### src/hw/rtl/sarc_pkg.sv
`timescale 1ns / 1ps
// shared types, sizes and codes of the sorted array rank counter
// no dependencies; used by the interfaces and every module

package sarc_pkg;

	// store geometry
	localparam int MAX_ELEMENTS = 1024;
	localparam int KEY_BITS     = 64;
	localparam int ADDR_W       = $clog2(MAX_ELEMENTS);
	localparam int RANK_W       = $clog2(MAX_ELEMENTS + 1);

	// fixed field widths at the ports
	localparam int INDEX_W  = 10;
	localparam int KEY_IN_W = 64;
	localparam int CNT_W    = 11;

	// search slots: strict (lower bound) and inclusive (upper bound)
	localparam int SRCH_LT = 0;
	localparam int SRCH_LE = 1;

	typedef logic [ADDR_W-1:0]   addr_t;
	typedef logic [RANK_W-1:0]   rank_t;
	typedef logic [KEY_BITS-1:0] key_t;
	typedef logic [INDEX_W-1:0]  index_t;
	typedef logic [KEY_IN_W-1:0] key_in_t;
	typedef logic [CNT_W-1:0]    cnt_t;

	typedef enum logic {
		OP_WRITE = 1'b0,
		OP_QUERY = 1'b1
	} op_t;

	typedef enum logic [2:0] {
		ST_IDLE,
		ST_RD_FIRST,
		ST_RD_LAST,
		ST_CHK_LAST,
		ST_SEARCH,
		ST_OUT
	} seq_state_t;

	typedef struct packed {
		logic  en;
		addr_t addr;
	} rd_req_t;

	typedef struct packed {
		logic  en;
		addr_t addr;
		key_t  data;
	} wr_req_t;

	typedef struct packed {
		logic  start;
		key_t  pivot;
		rank_t n;
	} seq_cmd_t;

	typedef struct packed {
		logic  busy;
		logic  done;
		rank_t rank_lt;
		rank_t rank_le;
	} seq_rsp_t;

endpackage

### src/hw/rtl/sarc_search_seq.sv
`timescale 1ns / 1ps
// search sequencer: end checks, then two interleaved binary searches that
// share one key comparator and the store read port; depends on sarc_pkg

module sarc_search_seq import sarc_pkg::*; (
	input  logic     clk,
	input  logic     arst_n,
	input  seq_cmd_t cmd,
	input  logic     out_free,
	input  key_t     rd_data,
	output rd_req_t  rd,
	output seq_rsp_t rsp
);

	seq_state_t state_q, state_d;
	key_t       pivot_q;
	rank_t      n_q;
	addr_t      lo_q [2];
	addr_t      hi_q [2];
	rank_t      res_q [2];
	logic [1:0] res_vld_q;
	logic       probe_vld_s1;
	logic       probe_sel_s1;
	addr_t      mid_s1;

	logic       key_lt, key_eq;
	logic [1:0] go_right;
	logic [1:0] live, in_flight, elig, finish;
	addr_t      mid [2];
	addr_t      last_addr;
	logic       issue, issue_sel;
	addr_t      issue_mid;
	logic [1:0] res_set;
	rank_t      res_val [2];

	// shared comparator
	assign key_lt = rd_data < pivot_q;
	assign key_eq = rd_data == pivot_q;
	assign go_right[SRCH_LT] = key_lt;
	assign go_right[SRCH_LE] = key_lt | key_eq;

	assign last_addr = addr_t'(n_q - rank_t'(1));

	always_comb begin
		for (int x = 0; x < 2; x++) begin
			live[x]      = !res_vld_q[x] &&
				((ADDR_W+1)'(hi_q[x]) > (ADDR_W+1)'(lo_q[x]) + (ADDR_W+1)'(1));
			in_flight[x] = probe_vld_s1 && (probe_sel_s1 == 1'(x));
			elig[x]      = (state_q == ST_SEARCH) && live[x] && !in_flight[x];
			finish[x]    = (state_q == ST_SEARCH) && !res_vld_q[x] && !live[x] &&
				!in_flight[x];
			// upper midpoint
			mid[x] = addr_t'((ADDR_W+1)'(lo_q[x]) +
				(((ADDR_W+1)'(hi_q[x]) - (ADDR_W+1)'(lo_q[x]) + (ADDR_W+1)'(1)) >> 1));
		end
	end

	assign issue     = elig[0] | elig[1];
	assign issue_sel = !elig[0];
	assign issue_mid = mid[issue_sel];

	// result capture per search slot
	always_comb begin
		res_set = '0;
		for (int x = 0; x < 2; x++) begin
			res_val[x] = '0;
		end
		unique case (state_q)
			ST_IDLE: begin
				if (cmd.start && cmd.n == '0) begin
					res_set = 2'b11;
				end
			end
			ST_RD_LAST: begin
				for (int x = 0; x < 2; x++) begin
					res_set[x] = !go_right[x];
				end
			end
			ST_CHK_LAST: begin
				for (int x = 0; x < 2; x++) begin
					res_set[x] = !res_vld_q[x] && go_right[x];
					res_val[x] = n_q;
				end
			end
			ST_SEARCH: begin
				for (int x = 0; x < 2; x++) begin
					res_set[x] = finish[x];
					res_val[x] = rank_t'(lo_q[x]) + rank_t'(1);
				end
			end
			default: begin
			end
		endcase
	end

	// next state
	always_comb begin
		state_d = state_q;
		unique case (state_q)
			ST_IDLE: begin
				if (cmd.start) begin
					state_d = (cmd.n == '0) ? ST_OUT : ST_RD_FIRST;
				end
			end
			ST_RD_FIRST: state_d = ST_RD_LAST;
			ST_RD_LAST:  state_d = ST_CHK_LAST;
			ST_CHK_LAST: state_d = ST_SEARCH;
			ST_SEARCH: begin
				if (&res_vld_q) begin
					state_d = ST_OUT;
				end
			end
			ST_OUT: begin
				if (out_free) begin
					state_d = ST_IDLE;
				end
			end
			default: state_d = ST_IDLE;
		endcase
	end

	// outputs
	always_comb begin
		rd.en   = 1'b0;
		rd.addr = '0;
		unique case (state_q)
			ST_RD_FIRST: begin
				rd.en = 1'b1;
			end
			ST_RD_LAST: begin
				rd.en   = 1'b1;
				rd.addr = last_addr;
			end
			ST_SEARCH: begin
				rd.en   = issue;
				rd.addr = issue_mid;
			end
			default: begin
			end
		endcase
		rsp.busy    = state_q != ST_IDLE;
		rsp.done    = state_q == ST_OUT;
		rsp.rank_lt = res_q[SRCH_LT];
		rsp.rank_le = res_q[SRCH_LE];
	end

	always_ff @(posedge clk or negedge arst_n) begin
		if (!arst_n) begin
			state_q      <= ST_IDLE;
			res_vld_q    <= '0;
			probe_vld_s1 <= 1'b0;
		end else begin
			state_q      <= state_d;
			probe_vld_s1 <= issue;
			if (state_q == ST_IDLE && cmd.start) begin
				res_vld_q <= res_set;
			end else begin
				res_vld_q <= res_vld_q | res_set;
			end
		end
	end

	always_ff @(posedge clk) begin
		if (state_q == ST_IDLE && cmd.start) begin
			pivot_q <= cmd.pivot;
			n_q     <= cmd.n;
		end
		for (int x = 0; x < 2; x++) begin
			if (res_set[x]) begin
				res_q[x] <= res_val[x];
			end
		end
		if (state_q == ST_CHK_LAST) begin
			for (int x = 0; x < 2; x++) begin
				lo_q[x] <= '0;
				hi_q[x] <= last_addr;
			end
		end
		if (probe_vld_s1) begin
			if (go_right[probe_sel_s1]) begin
				lo_q[probe_sel_s1] <= mid_s1;
			end else begin
				hi_q[probe_sel_s1] <= mid_s1;
			end
		end
		if (issue) begin
			probe_sel_s1 <= issue_sel;
			mid_s1       <= issue_mid;
		end
	end

	a_no_read_when_idle: assert property (@(posedge clk) disable iff (!arst_n)
		(state_q == ST_IDLE || state_q == ST_OUT) |-> !rd.en)
		else $error("store read outside a search");

	a_probe_in_search: assert property (@(posedge clk) disable iff (!arst_n)
		probe_vld_s1 |-> state_q == ST_SEARCH)
		else $error("probe in flight outside search state");

	a_slots_alternate: assert property (@(posedge clk) disable iff (!arst_n)
		(probe_vld_s1 && issue) |-> issue_sel != probe_sel_s1)
		else $error("search slot probed twice in a row");

	a_ranks_bounded: assert property (@(posedge clk) disable iff (!arst_n)
		state_q == ST_OUT |-> (res_vld_q == 2'b11 && res_q[SRCH_LT] <= n_q &&
		res_q[SRCH_LE] <= n_q))
		else $error("result out of range or incomplete");

	a_result_held: assert property (@(posedge clk) disable iff (!arst_n)
		(state_q == ST_OUT && !out_free) |=> (state_q == ST_OUT &&
		$stable(res_q[SRCH_LT]) && $stable(res_q[SRCH_LE])))
		else $error("pending result changed");

endmodule

### config.mk
export PLATFORM = sky130hd
export DESIGN_NAME = sarc_search_seq
export DESIGN_NICKNAME = d
export VERILOG_FILES = /design/src/hw/rtl/sarc_pkg.sv /design/src/hw/rtl/sarc_search_seq.sv
export SDC_FILE = /design/constraint.sdc
export NUM_CORES = 1
export LEC_CHECK = 0
export BUFFER_PORTS_ARGS = -buffer_cell sky130_fd_sc_hd__buf_2
export CORE_UTILIZATION = 40
export CTS_CLUSTER_DIAMETER = 60
export DETAILED_ROUTE_END_ITERATION = 10
export PLACE_DENSITY = 0.58
export SLEW_MARGIN = 15
export SYNTH_ARGS = -nofsm -noshare
export SYNTH_HDL_FRONTEND = slang
export SYNTH_SLANG_ARGS = --single-unit
### constraint.sdc
create_clock -name clk -period 4.99 [get_ports clk]
set_clock_uncertainty 0.05 [all_clocks]
set_input_delay 0.7485 -clock clk [delete_from_list [all_inputs] [get_ports clk]]
set_output_delay 0.7485 -clock clk [all_outputs]
set_load 0.1 [all_outputs]
==> summary.md, run 1 <==
| Metric | Value |
|---|---|
| Sequential power share | 26.4% |
| I/O pins | 178 |
| Final Setup Violations | 2 |
| Initial DRC Count | 350 |
| Post-synth top area share | 44.6% |
| Peak Freq | 199 MHz |
| Pleak | 5.47 nW |
| H-tree level count | 4 |
| Max VDD drop | 541 uV |
| I/O Buffers | 177 |
| Slowest CP cell | edfxtp_1 |
| Hold/Removal Path Class | input port to asynchronous set/reset pin |
| Async S/R FF share, synth | 3.90% |
| Worst Path Required | 4.19 ns |
| CTS tree | yes |
| Core Footprint | 0.0244 mm2 |
| Die Wd | 160 um |
| CP max FO | 2 |
| Final wirelength | 25,700 um |
| Period utilization | 101% |
| WHS | 0.102 ns |
| Ys Warns | 0 |
| Slew HR | 27.6% |
| Crit-path leading delay family | adder cells |
| Crit path DAT | 4.24 ns |
| Synth Cell Area | 0.00996 mm2 |
| Vias/cell | 5.11 |
| Yosys reg bits | 154 |
| Sw Pwr | 0.00353 W |
| Leading area contributor after synthesis | edfxtp_1 |
| Overflow after GRT | 0 |
| Max Cap Viol | 0 |
| Layout cells sized above 1 | 26.1% |
| Power per cell area | 627 mW/mm2 |
| Clock share of power | 16.5% |
| First-pass GRT wire length | 39,100 um |
| Post-DP HPWL | 20,600 um |
| Outcome | complete, but fails checks |
| Switching share of power | 46.0% |
| P&R area growth vs syn | 23.1% |
| Most instantiated library cell after synthesis | edfxtp_1 |
| Wire length per cell | 17.6 um |
| Startpoint class of the critical path | flop |
| Critical setup path kind | flop to output port |
| EDFF count, synth | 148 |
| Worst-path clk slew | 0.07 ns |
| Largest net degree at the start of global routing | 53 |
| Max Slew Vio Count | 0 |
| Number of global-route vias before repair | 7,474 |
| Final core occ | 50.3% |
| Cells after synthesis | 908 |
| Sequential element share of the synthesized area | 46.1% |
| Cts bufs inserted | 17 |
| Detailed Routing Iterations Pass 1 | 5 |
| Power share of the combinational group | 57.0% |
| Total number of vias | 7,455 |
| CTS Root Cell | clkbuf_16 |
| Die Ht | 160 um |
| Starting Density | 40.9% |
| Crit path top cell by count | ha_1 |
| Die ar. | 0.0255 mm2 |
| Total power draw | 0.00769 W |
| CTS sink cnt | 154 |
| Post-synth top cells | edfxtp_1, ha_1, inv_1, a21oi_1, nand2_1 |
| Fin. Hold Viols | 0 |
| Fin crit period | 5.04 ns |
| Synth area leaders | edfxtp_1, ha_1, inv_1, xnor2_1, a21oi_1 |
| Antenna violations before repair | 4 |
| Number of remaining DRC errors | 0 |
| Ys flop type | edfxtp_1 |
| Clk Latency, worst-skew pair | 0.43 ns |
| Slew @ Worst Pin | 1.08 ns |
| CP max stage delay | 0.41 ns |
| Nature of the critical path endpoint | output port |
| Final Worst Setup Slack | -0.0451 ns |
| Netlist cell types | 65 |
| Total track usage | 20.2% |
| Final nets | 1,409 |
| Critical path cell sequence | ha_1 -> inv_1 -> ha_2 -> inv_2 -> fa_2 -> nor2b_1 -> o21ai_1 -> nand2b_1 -> a21o_1 -> a21oi_2 -> xnor2_1 -> ha_1 -> or2_4 -> o31ai_2 -> o31ai_1 -> a21oi_1 -> xnor3_1 -> mux2i_2 -> a22o_2 -> buf_12 |
| GPL Wtd Cong | 0.853 |
| Violations in the final reports | negative setup slack |
| Syn_nets | 1,198 |
| Final ANT Viol Nets | 0 |
| Internal power | 0.00416 W |
| Bufs on Longest Clock Path | 2 |
| CP bufs+invs | 3 |
| Syn_area_per_cell | 11.0 um2 |
| Row cnt | 57 |
| Fillers | 2,301 |
| RSZ-0062 raised after global routing | true |
==> per-layer routing <==
metal / part of all wire (%) / track usage, % / wire length [um]
met5: 0 / 0 / 0
met4: 1.5 / 5.84 / 398
met1: 44 / 25.4 / 11300
met3: 7.4 / 6.00 / 1900
met2: 47 / 33.7 / 12100
==> cells by family after synthesis <==
logic type	synth area share, %
DFF	46.1
adders and majority gates	18.8
AOI/OAI and AO/OA	9.84
and+or+nand+nor	11.5
buffers and inverters	5.63
muxes	2.95
xor gates and xnor gates	5.24
==> path summary, 6_finish.rpt <==
path                            startpoint           end  slack [ns]  cells after the start
worst max-delay path            lo_q[1][1]         rd[9]       -0.05                     20
worst min-delay path                arst_n    state_q[0]        0.10                      1
worst max register to register  hi_q[0][1]     mid_s1[9]        1.33                     20
worst min register to register   mid_s1[2]    hi_q[1][2]        0.55                      1
max in group asynchronous           arst_n  probe_vld_s1        4.62                      1
min in group clk                   cmd[23]   pivot_q[12]        0.44                      1
==> timing repair <==
item,in CTS,in global routing
cloned,0,1
pin swaps,15,25
gates resized for setup,11,59
endpoints found under the setup margin,8,10
setup buffers,8,9
hold endpoints to repair,0,0
hold buffers,0,0
==> cell usage in the layout (no fill, tap or decap), drive strengths merged, types with 7 or more instances in the layout <==
master	instances
ha	143
mux2i	20
nor3	31
nor2	39
buf	204
nor2b	10
xnor2	37
a22o	10
inv	137
nor4	11
edfxtp	148
a21o	7
nand2	50
xor2	20
nand2b	7
clkbuf	18
mux2	8
nand3	32
o21ai	44
nand4	16
a21oi	57
==> power by group through the flow <==
stage                     sequential [W]  combinational, W  clock, W
after floorplan                  0.00242           0.00270         0
after CTS                        0.00203           0.00412   0.00130
final                            0.00203           0.00438   0.00127
after global placement           0.00205           0.00398         0
after global routing             0.00206           0.00474   0.00134
after detailed placement         0.00206           0.00402         0
==> layout make-up <==
type	count	area [um2]	share of cell area (%)
Clock inverter	14	138	1.12
Antenna cell	4	10.0	0.0816
Timing Repair inverter	1	7.51	0.0612
Tap cell	324	405	3.31
Sequential cell	154	4590	37.5
Clock buffer	18	429	3.50
Inverter	131	492	4.01
Multi-Input combinational cell	610	5010	40.9
Timing Repair Buffer	204	1180	9.59
==> through the flow <==
step | setup slack (ns) | instances | setup TNS [ns] | cell area, um2
finish | -0.0451 | 1460 | -0.0478 | 12300
global route | -0.347 | 1458 | -0.898 | 12300
CTS | -0.171 | 1446 | -0.246 | 12000
detailed placement | 0.0780 | 1406 | 0 | 11300
global placement | 0.141 | 1406 | 0 | 11300
floorplan | 0.269 | 908 | 0 | 9970
==> registers in the layout, summed over array words and instances (netlist names) <==
name	count
hi_q	20
res_q	22
pivot_q	64
probe_sel_s1	1
res_vld_q	2
n_q	11
lo_q	20
state_q	3
probe_vld_s1	1
mid_s1	10
(Power assumes the default switching activity.)
==> run 2: changes to the inputs <==
- CORE_UTILIZATION: 40 -> 50
- PLACE_DENSITY: 0.58 -> 0.71
==> run 2 against run 1 <==
  * The run still ends with negative setup slack left
  * Final cell count decreased by 3.4%
  * Clock power about the same
  * Register-to-register slack got worse by 1.1 ns
  * Sequential power is essentially flat
  * Combinational power grew 9.4%
  * Global-route usage grew 4.6 points
  * Critical path depth rose by 2
  * Die area down 20%
  * Total power is 5.5% higher
  * Sequential share of layout area about the same
  * Largest cell class unchanged
==> summary.md, run 2 (synthesis gave the netlist of run 1 again) <==
| Metric | Value |
|---|---|
| Total number of vias | 7,634 |
| Fillers | 1,593 |
| Leading cell type in the layout, fill and taps excluded | buf_2 |
| Critical setup path kind | flop to output port |
| Final ANT Viol Nets | 0 |
| Setup TNS | -0.190 ns |
| Starting Density | 51.0% |
| Post-DP HPWL | 19,100 um |
| Area taken by multi-input logic gates | 0.00497 mm2 |
| Max VDD drop | 377 uV |
| Slew @ Worst Pin | 1.04 ns |
| Layout cells sized above 1 | 26.5% |
| Slowest CP cell | edfxtp_1 |
| Die Wd | 143 um |
| First-pass GRT wire length | 37,600 um |
| Register area | 0.00459 mm2 |
| H-tree level count | 4 |
| CTS sink cnt | 154 |
| Nature of the critical path endpoint | output port |
| Largest net degree at the start of global routing | 50 |
| Peak Freq | 194 MHz |
| Largest register by flop count | pivot_q |
| Critical path cell sequence | inv_1 -> ha_1 -> inv_2 -> ha_4 -> inv_2 -> fa_2 -> nor2b_1 -> o21ai_1 -> nand2b_1 -> a21o_1 -> a21oi_2 -> xnor2_1 -> ha_1 -> or2_4 -> o31a_1 -> a31o_2 -> a21oi_2 -> xnor2_1 -> xnor2_1 -> mux2i_2 -> a22o_2 -> buf_12 |
| Die ar. | 0.0205 mm2 |
| Power per cell area | 661 mW/mm2 |
| Total track usage | 24.8% |
| RSZ-0062 raised after global routing | true |
| Final Worst Setup Slack | -0.160 ns |
| Final Setup Violations | 2 |
| Cts bufs inserted | 17 |
| Startpoint class of the critical path | flop |
| I/O Buffers | 177 |
| Largest registers | pivot_q x64, res_q x22 |
| Antenna diodes | 0 |
| CTS Root Cell | clkbuf_16 |
| P&R area growth vs syn | 23.1% |
| Clk Latency, worst-skew pair | 0.43 ns |
| Fin crit period | 5.15 ns |
| Final wirelength | 24,400 um |
| Initial DRC Count | 609 |
| Outcome | complete, but fails checks |
| Crit path DAT | 4.35 ns |
| Antenna violations before repair | 1 |
| Number of global-route vias before repair | 7,511 |
| Worst Path Required | 4.19 ns |
| Vias/cell | 5.41 |
| Detailed Routing Iterations Pass 1 | 5 |
| Overflow after GRT | 0 |
| Bufs on Longest Clock Path | 2 |
| Core Footprint | 0.0195 mm2 |
| Max Cap Viol | 0 |
| CTS tree | yes |
| CP max stage delay | 0.40 ns |
| Slew HR | 30.7% |
| Max Slew Vio Count | 0 |
| Pleak | 5.54 nW |
| Max FFs per register | 64 |
| Hold/Removal Path Class | input port to asynchronous set/reset pin |
| Fin. Hold Viols | 0 |
| Worst-path clk slew | 0.07 ns |
| CP max FO | 2 |
| Period utilization | 103% |
| Pre-CTS setup slack | 0.0616 ns |
| Total power draw | 0.00811 W |
| Row cnt | 51 |
| I/O pins | 178 |
| GPL Wtd Cong | 0.930 |
| Most frequent cells in the layout | buf_2, edfxtp_1, ha_1 |
| Die Ht | 143 um |
| Violations in the final reports | negative setup slack |
| Number of remaining DRC errors | 0 |
| Crit path top cell by count | xnor2_1 |
| Final nets | 1,423 |
| Wire length per cell | 17.3 um |
## run 2: changes by cell type in the layout (fill, tap and decap cells not counted), moves of 3 or more
cell,delta
buf_4,+15
buf_6,-3
diode_2,-4
nand3_2,+3
clkinvlp_4,-3
## run 2: critical path, delay by kind of cell (launching register included)
kind	cells	cell delay [ns]
fa+ha+maj	4	0.96
flops	1	0.40
buf+inv	4	0.35
simple gates	3	0.50
xor+xnor	3	0.47
mux	1	0.13
compound gates	7	1.13
## run 2: report_power, final
| group | switching (W) | total, W | internal, W |
|---|---|---|---|
| combinational | 0.00293 | 0.00479 | 0.00187 |
| sequential | 0.000153 | 0.00203 | 0.00188 |
| clock | 0.000582 | 0.00129 | 0.000707 |
| total | 0.00366 | 0.00811 | 0.00445 |
## run 2: metal layers
metal  track usage [%]  wire [um]  share of wire [%]  vias up
met5                 0          0                  0        -
met4              9.62        694                2.8        0
met3              8.62       2390                9.8       46
met2              41.7      11800                 48      337
met1              29.0       9560                 39     3501
li1                  -          -                  -     3750
## run 2: path summary, 6_finish.rpt
path / slack, ns / endpoint / cells after the start / from
setup / recovery: -0.16 / rd[9] / 22 / hi_q[0][1]
hold reg to reg: 0.54 / state_q[1] / 1 / state_q[2]
hold / removal: 0.09 / state_q[2] / 1 / arst_n
setup reg to reg: 0.28 / mid_s1[9] / 28 / hi_q[0][1]
min in group clk: 0.43 / pivot_q[58] / 1 / cmd[69]
max in group asynchronous: 4.65 / probe_vld_s1 / 1 / arst_n
## run 2: repair_timing
action	4_1_cts	5_1_grt
hold buffers	0	0
pin swaps	15	15
gates cloned	0	0
setup buffers	23	11
setup endpoints to repair	7	11
gates resized for setup	15	34
## run 2: final cells by class
class | instances | share of cell area [%]
flip-flops and latches | 154 | 37.5
well taps | 265 | 2.70
inverters | 131 | 4.01
clock inverters | 14 | 1.23
multi-input cells | 610 | 40.5
clock buffers | 18 | 3.50
repair buffers | 219 | 10.6
## run 2: per-stage QoR
step / cell area [um2] / utilization (%) / hold WS, ns / std cells
after floorplan: 9970 / - / 0.403 / 908
after global placement: 11300 / 57.7 / 0.509 / 1348
after detailed placement: 11300 / 57.7 / 0.526 / 1348
after CTS: 12100 / 61.7 / 0.0815 / 1403
after global routing: 12300 / 62.8 / 0.0813 / 1411
final: 12300 / 62.8 / 0.0851 / 1411
